<file path="src/rtl/core/hsls_pkg.sv">
package hsls_pkg;

    // header name bytes to match at line start
    localparam int unsigned NAME_LEN = 15;
    localparam logic [3:0]  NAME_LAST = 4'(NAME_LEN - 1);

    localparam logic [7:0] CH_CR   = 8'h0D;
    localparam logic [7:0] CH_LF   = 8'h0A;
    localparam logic [7:0] CH_SP   = 8'h20;
    localparam logic [7:0] CH_ZERO = 8'h30;
    localparam logic [7:0] CH_NINE = 8'h39;

    localparam logic [15:0] STATUS_MAX = 16'hFFFF;
    localparam logic [31:0] ACC_MAX    = 32'hFFFF_FFFF;

    // "Content-Length:" one byte per index
    function automatic logic [7:0] name_byte(input logic [3:0] idx);
        logic [7:0] b;
        case (idx)
            4'd0:    b = "C";
            4'd1:    b = "o";
            4'd2:    b = "n";
            4'd3:    b = "t";
            4'd4:    b = "e";
            4'd5:    b = "n";
            4'd6:    b = "t";
            4'd7:    b = "-";
            4'd8:    b = "L";
            4'd9:    b = "e";
            4'd10:   b = "n";
            4'd11:   b = "g";
            4'd12:   b = "t";
            4'd13:   b = "h";
            4'd14:   b = ":";
            default: b = 8'h00;
        endcase
        return b;
    endfunction

endpackage

</file>
<file path="src/rtl/core/http_status_length_scanner_top.sv">
// channel   | direction | handshake                | payload
// ----------+-----------+--------------------------+-------------------------------------------
// input     | in        | i_in_valid / o_in_ready  | i_data_byte, i_last_byte
// result    | out       | o_out_valid / i_out_ready| o_status_code, o_content_length,
//           |           |                          | o_both_found, o_digit_overflow
//
// one header byte per cycle unless a result waits on a stalled output; a byte is held
// in the input register, is scanned by the phase logic and its result (if any) is loaded
// into the output register when the byte leaves the input register
// the rate is set by the combinational scan update (multiply-by-ten add and compare)
// i_rst_n is synchronous, active low; it clears the scanner state and both valids
// a stalled result holds only bytes that would produce another result; bytes that
// produce nothing keep flowing past a waiting result
module http_status_length_scanner_top (
    input  logic        i_clk,
    input  logic        i_rst_n,
    input  logic        i_in_valid,
    output logic        o_in_ready,
    input  logic [7:0]  i_data_byte,
    input  logic        i_last_byte,
    output logic        o_out_valid,
    input  logic        i_out_ready,
    output logic [15:0] o_status_code,
    output logic [31:0] o_content_length,
    output logic        o_both_found,
    output logic        o_digit_overflow
);
    import hsls_pkg::*;

    // scan phases
    typedef enum logic [2:0] {
        PH_SEEK_SP,     // status line, look for first space
        PH_STATUS,      // status digits
        PH_SKIP,        // skip to newline
        PH_NAME,        // match header name at line start
        PH_SEEK_SP2,    // space after the name
        PH_LENGTH,      // length digits
        PH_DONE         // length taken, ignore bytes
    } t_phase;

    // input register
    logic        r_in_valid;
    logic [7:0]  r_in_byte;
    logic        r_in_last;

    // scanner state
    t_phase      r_phase;
    logic [3:0]  r_match;
    logic [31:0] r_acc;
    logic [15:0] r_status;
    logic [31:0] r_length;
    logic        r_ovf;
    logic        r_rep;

    // output register
    logic        r_out_valid;
    logic [15:0] r_out_status;
    logic [31:0] r_out_length;
    logic        r_out_both;
    logic        r_out_ovf;

    // next scanner state
    t_phase      n_phase;
    logic [3:0]  n_match;
    logic [31:0] n_acc;
    logic [15:0] n_status;
    logic [31:0] n_length;
    logic        n_ovf;

    logic        w_is_digit;
    logic [35:0] w_mul;
    logic [31:0] w_acc_sat;
    logic        w_acc_ovf;
    logic        w_both;
    logic        w_res;
    logic        w_out_free;
    logic        w_fire;

    // accumulator times ten plus digit, as shifts and adds
    assign w_is_digit = (r_in_byte >= CH_ZERO) && (r_in_byte <= CH_NINE);
    assign w_mul      = ({4'b0, r_acc} << 3) + ({4'b0, r_acc} << 1)
                      + {28'b0, r_in_byte - CH_ZERO};
    assign w_acc_ovf  = (w_mul[35:32] != 4'b0);
    assign w_acc_sat  = w_acc_ovf ? ACC_MAX : w_mul[31:0];

    always_comb begin
        n_phase  = r_phase;
        n_match  = r_match;
        n_acc    = r_acc;
        n_status = r_status;
        n_length = r_length;
        n_ovf    = r_ovf;
        // carriage returns leave the scan untouched
        if (r_in_byte != CH_CR) begin
            case (r_phase)
                PH_SEEK_SP: begin
                    if (r_in_byte == CH_SP) begin
                        n_phase = PH_STATUS;
                        n_acc   = '0;
                    end
                end
                PH_STATUS: begin
                    if (w_is_digit) begin
                        n_acc = w_acc_sat;
                        n_ovf = r_ovf | w_acc_ovf;
                    end else begin
                        if (r_acc > {16'b0, STATUS_MAX}) begin
                            n_status = STATUS_MAX;
                            n_ovf    = 1'b1;
                        end else begin
                            n_status = r_acc[15:0];
                        end
                        n_phase = PH_SKIP;
                    end
                end
                PH_SKIP: begin
                    if (r_in_byte == CH_LF) n_phase = PH_NAME;
                end
                PH_NAME: begin
                    if (r_match <= NAME_LAST && r_in_byte == name_byte(r_match)) begin
                        if (r_match == NAME_LAST) begin
                            n_match = '0;
                            n_phase = PH_SEEK_SP2;
                        end else begin
                            n_match = r_match + 4'd1;
                        end
                    end else begin
                        // a failing newline starts the next line at once
                        n_match = '0;
                        n_phase = (r_in_byte == CH_LF) ? PH_NAME : PH_SKIP;
                    end
                end
                PH_SEEK_SP2: begin
                    if (r_in_byte == CH_SP) begin
                        n_phase = PH_LENGTH;
                        n_acc   = '0;
                    end
                end
                PH_LENGTH: begin
                    if (w_is_digit) begin
                        n_acc = w_acc_sat;
                        n_ovf = r_ovf | w_acc_ovf;
                    end else begin
                        n_length = r_acc;
                        n_phase  = PH_DONE;
                    end
                end
                default: begin
                    // done, and the unused phase code, ignore bytes
                end
            endcase
        end
    end

    // a result goes out once per block, when both values are in or else at the end of the block
    assign w_both     = (n_status != 16'b0) && (n_length != 32'b0);
    assign w_res      = !r_rep && (w_both || r_in_last);
    assign w_out_free = !r_out_valid || i_out_ready;
    assign w_fire     = r_in_valid && (!w_res || w_out_free);
    assign o_in_ready = !r_in_valid || w_fire;

    always_ff @(posedge i_clk) begin
        if (!i_rst_n) begin
            r_in_valid  <= 1'b0;
            r_out_valid <= 1'b0;
            r_phase     <= PH_SEEK_SP;
            r_match     <= '0;
            r_acc       <= '0;
            r_status    <= '0;
            r_length    <= '0;
            r_ovf       <= 1'b0;
            r_rep       <= 1'b0;
        end else begin
            // input register
            if (o_in_ready) begin
                r_in_valid <= i_in_valid;
            end
            if (i_in_valid && o_in_ready) begin
                r_in_byte <= i_data_byte;
                r_in_last <= i_last_byte;
            end

            // output register drains on transfer, a new result reloads it
            if (w_fire && w_res) begin
                r_out_valid <= 1'b1;
            end else if (r_out_valid && i_out_ready) begin
                r_out_valid <= 1'b0;
            end

            if (w_fire) begin
                if (w_res) begin
                    r_out_status <= n_status;
                    r_out_length <= n_length;
                    r_out_both   <= w_both;
                    r_out_ovf    <= n_ovf;
                end
                if (r_in_last) begin
                    // end of block re-arms the scanner
                    r_phase  <= PH_SEEK_SP;
                    r_match  <= '0;
                    r_acc    <= '0;
                    r_status <= '0;
                    r_length <= '0;
                    r_ovf    <= 1'b0;
                    r_rep    <= 1'b0;
                end else if (!r_rep) begin
                    r_phase  <= n_phase;
                    r_match  <= n_match;
                    r_acc    <= n_acc;
                    r_status <= n_status;
                    r_length <= n_length;
                    r_ovf    <= n_ovf;
                    r_rep    <= w_res;
                end
            end
        end
    end

    assign o_out_valid      = r_out_valid;
    assign o_status_code    = r_out_status;
    assign o_content_length = r_out_length;
    assign o_both_found     = r_out_both;
    assign o_digit_overflow = r_out_ovf;

    // once reported, both values must be in hand
    a_rep_has_values: assert property (@(posedge i_clk) disable iff (!i_rst_n)
        r_rep |-> (r_status != 16'b0) && (r_length != 32'b0))
        else $error("reported without both values");

    // a both-found result carries nonzero values
    a_both_nonzero: assert property (@(posedge i_clk) disable iff (!i_rst_n)
        (r_out_valid && r_out_both) |-> (r_out_status != 16'b0) && (r_out_length != 32'b0))
        else $error("both_found with a zero value");

    // the last byte of a block re-arms the scanner
    a_last_rearms: assert property (@(posedge i_clk) disable iff (!i_rst_n)
        (w_fire && r_in_last) |=> !r_rep && (r_phase == PH_SEEK_SP) && (r_status == 16'b0))
        else $error("scanner not re-armed after last byte");

endmodule
</file>
<file path="config.mk">
export PLATFORM = sky130hd
export DESIGN_NAME = http_status_length_scanner_top
export DESIGN_NICKNAME = d
export VERILOG_FILES = /design/src/rtl/core/hsls_pkg.sv /design/src/rtl/core/http_status_length_scanner_top.sv
export SDC_FILE = /design/constraint.sdc
export NUM_CORES = 1
export LEC_CHECK = 0
export ABC_CLOCK_PERIOD_IN_PS = 8700
export BUFFER_PORTS_ARGS = -buffer_cell sky130_fd_sc_hd__buf_4
export CORE_ASPECT_RATIO = 0.75
export CORE_MARGIN = 10
export CORE_UTILIZATION = 35
export CTS_CLUSTER_DIAMETER = 40
export DETAILED_ROUTE_END_ITERATION = 12
export PLACE_DENSITY = 0.5
export SLEW_MARGIN = 20
export SYNTH_ARGS = -nofsm -noshare
export SYNTH_HDL_FRONTEND = slang
export SYNTH_SLANG_ARGS = --single-unit
</file>
<file path="constraint.sdc">
create_clock -name i_clk -period 8.7 [get_ports i_clk]
set_input_delay 0.435 -clock i_clk [delete_from_list [all_inputs] [get_ports i_clk]]
set_output_delay 0.435 -clock i_clk [all_outputs]
set_load 0.01 [all_outputs]
</file>
==> results.json <==
{
  "dieArea_sq_um": 32300,
  "critPathCaptureType": "flip-flop",
  "max_freq_mhz": 231,
  "holdPathStages": 1,
  "gp_congestion": 0.869,
  "syn_nets": 1055,
  "grt_pass1_vias": 6662,
  "r2r_slack_ns": 4.38,
  "wl_per_cell_um": 17.4,
  "outcome": "finished, final reports clean",
  "p_sw_share_pct": 22.9,
  "worstMarginPinSlew_ns": 1.01,
  "max_slew_margin_pct": 32.7,
  "combPwrFrac_pct": 3.3,
  "grt_usage_pct": 15.0,
  "hp-class": "in2reg",
  "yosysTopAreaCell": "dfxtp_1",
  "pwr-share-seq_pct": 47.3,
  "cts_buffer_depth": 2,
  "rows": 50,
  "yosys_warnings": 0,
  "synth_top_area_share_pct": 22.1,
  "syn_inst": 970,
  "post_cts_resized": 0,
  "cts_tree": "done",
  "period_share_pct": 49.7,
  "syn-cell-area_sq_um": 8900,
  "synth_seq_area_share_pct": 42.0,
  "drt-initial-drc-count": 498,
  "hold_viol_final": 0,
  "area_delta_synth_final_pct": 16.0,
  "port_buffers": 64,
  "clk_latency_ns": 0.43,
  "synth_ff_type": "dfxtp_1",
  "dr.pass1.iters": 5,
  "start_util_pct": 35.6,
  "worstHoldStart": "i_data_byte[3]",
  "drcViolationCount": 0,
  "hold_buffers": 0,
  "ios": 65,
  "ys_ff_latch": 157,
  "r2r_end": "r_acc[31]",
  "regToRegStartpoint": "r_acc[16]",
  "overflow": 0,
  "intPower_mw": 1.25,
  "cts_setup_buffers": 0,
  "worst_hold_slack_ns": 0.179,
  "diodes": 0,
  "async_reset_ff_share_pct": 0,
  "worstSetupStartpointType": "flip-flop",
  "grt_start_max_net_pins": 102,
  "reg2regPathDepth": 11,
  "ant_nets": 0,
  "synth_top_cells_by_area": "dfxtp_1, edfxtp_1, ha_1, nand2_1, a21oi_1",
  "cts_inserted_buffers": 17,
  "dp_hpwl_um": 17500,
  "synth_area_per_cell_sq_um": 9.17,
  "finClkSkew_ns": 0.0108,
  "fp.dieW_um": 204,
  "slew_violations": 0,
  "holdPathEnd": "r_in_byte[3]",
  "die_y_um": 158,
  "p_leak_nw": 4.31,
  "clockPowerShare_pct": 49.5,
  "drive_gt1_share_pct": 14.8,
  "synth_edf_count": 59,
  "cts_root_buffer": "clkbuf_16",
  "maxCapViolations": 0,
  "worstPathArrival_ns": 4.69,
  "fp.coreArea_sq_um": 25000,
  "setup_viol_count_final": 0,
  "powerDensity_nw_per_um2": 157,
  "clk_pin_slew_ns": 0.07,
  "via_count": 7001,
  "totalWireLength_um": 23800,
  "htree_levels": 4,
  "antenna_found_initial": 0,
  "rsz0062_at_grt": "false",
  "finalNetCount": 1099,
  "grt_pass1_wl_um": 38400,
  "clock-sinks": 157,
  "peakVddDrop_uv": 126,
  "vias_per_cell": 5.13,
  "critical_path_class": "reg2reg",
  "cp.required_ns": 9.07,
  "min_period_ns": 4.32,
  "switchingPower_mw": 0.372,
  "worst-path-max-fanout": 101,
  "ys_types": 72,
  "final.setup.tns_ns": 0
}
-- state kept, by name (all words and copies together), names as in the netlist, named ones only --
signal,cells
r_match,4
r_length,32
r_status,16
r_in_valid,1
r_acc,32
o_out_valid,1
o_content_length,32
r_ovf,1
o_digit_overflow,1
o_both_found,1
r_in_byte,8
o_status_code,16
r_in_last,1
r_rep,1
r_phase,3
-- worst max-delay path: stages (launching register included) --
cell and delay, ns:
dfxtp_1 0.37, nor4_2 0.38, nand4_2 0.51, nor4b_2 0.45
o31a_2 0.31, o311ai_4 0.09, buf_4 0.40, nor4_4 0.37
buf_4 0.37, nand3_1 0.46, buf_4 0.38, nand2_1 0.08
-- final cells by class --
| class | instances | area (sq um) |
|---|---|---|
| clock buffer | 18 | 439 |
| clock inverter | 14 | 191 |
| fill | 2430 | 14600 |
| inverter | 29 | 109 |
| multi-input combinational | 738 | 4890 |
| sequential | 157 | 3730 |
| tap | 338 | 423 |
| timing repair buffer | 71 | 533 |
-- metrics by stage --
step | total power [mW] | setup slack (ns) | util [%] | cells | area, sq um
final | 1.62 | 4.38 | 41.3 | 1365 | 10300
after global routing | 1.67 | 3.99 | 41.3 | 1365 | 10300
after CTS | 1.64 | 4.34 | 41.3 | 1365 | 10300
after detailed placement | 0.837 | 4.40 | 38.8 | 1333 | 9690
after global placement | 0.837 | 4.48 | 38.8 | 1333 | 9690
after floorplan | 0.820 | 3.04 | - | 970 | 8900
-- synthesized netlist by cell type (all sizes together), types with 2 or more instances --
| cell | n |
|---|---|
| nand2b | 6 |
| nand2 | 138 |
| o21ai | 46 |
| and3 | 4 |
| inv | 29 |
| a211oi | 6 |
| dfxtp | 98 |
| nand3b | 2 |
| a311oi | 2 |
| o2111ai | 2 |
| fa | 6 |
| edfxtp | 59 |
| a221oi | 3 |
| nor4 | 23 |
| nor2 | 87 |
| nand3 | 21 |
| a21o | 9 |
| and2 | 8 |
| or4 | 2 |
| a21oi | 77 |
| mux2 | 28 |
| a21boi | 5 |
| nand4 | 10 |
| o311ai | 3 |
| o31ai | 2 |
| nor3 | 11 |
| o21bai | 8 |
| xnor2 | 24 |
| a211o | 3 |
| o21a | 7 |
| a31oi | 6 |
| o211ai | 6 |
| or3 | 2 |
| xor2 | 11 |
| a32oi | 3 |
| nor2b | 48 |
| ha | 66 |
| a22oi | 32 |
| o31a | 3 |
| buf | 9 |
| clkbuf | 37 |
| nor4b | 2 |
-- routing by layer --
| metal | part of all wire [%] | routed length (um) | global-route usage, % | vias up |
|---|---|---|---|---|
| li1 | - | - | - | 3584 |
| met1 | 56 | 13200 | 23.6 | 3254 |
| met2 | 39 | 9220 | 19.6 | 151 |
| met3 | 4.6 | 1090 | 3.02 | 12 |
| met4 | 0.97 | 231 | 3.69 | 0 |
| met5 | 0 | 0 | 0 | - |
-- power by group through the flow --
stage	sequential (mW)	clock (mW)	combinational (mW)
2_1_floorplan	0.783	0	0.0372
3_3_place_gp	0.784	0	0.0532
3_5_place_dp	0.784	0	0.0534
4_1_cts	0.767	0.817	0.0535
5_1_grt	0.768	0.846	0.0589
6_report	0.767	0.804	0.0529
-- cell usage in the layout (no fill, tap or decap), types with 9 or more instances in the layout --
cell         n
clkbuf_16   17
xnor2_1     24
xor2_1      11
a21o_1       9
ha_1        66
nor2_1      87
a21oi_1     76
mux2_2      28
nand4_1      9
edfxtp_1    59
nor4_1      18
nand2_1    138
buf_4       71
a22oi_1     32
dfxtp_1     98
nor2b_1     48
o21ai_0     44
nand3_1     21
inv_1       27
nor3_1      10
-- how the worst max path moves through the flow --
stage | startpoint | endpoint
floorplan | r_in_byte[4] | o_both_found
global placement | r_acc[19] | r_acc[31]
detailed placement | r_acc[19] | r_acc[31]
CTS | r_acc[16] | r_acc[31]
global route | r_acc[16] | r_acc[31]
finish | r_acc[16] | r_acc[31]
-- cells by family after synthesis --
| kind of cell | after synthesis | share of synthesized area (%) |
|---|---|---|
| simple gates | 369 | 20.0 |
| compound gates | 232 | 16.8 |
| flops | 157 | 42.0 |
| buf+inv | 75 | 3.35 |
| fa+ha+maj | 73 | 10.8 |
| xor+xnor | 35 | 3.45 |
| mux | 29 | 3.66 |
No activity file was read; power rests on OpenSTA's default activity.
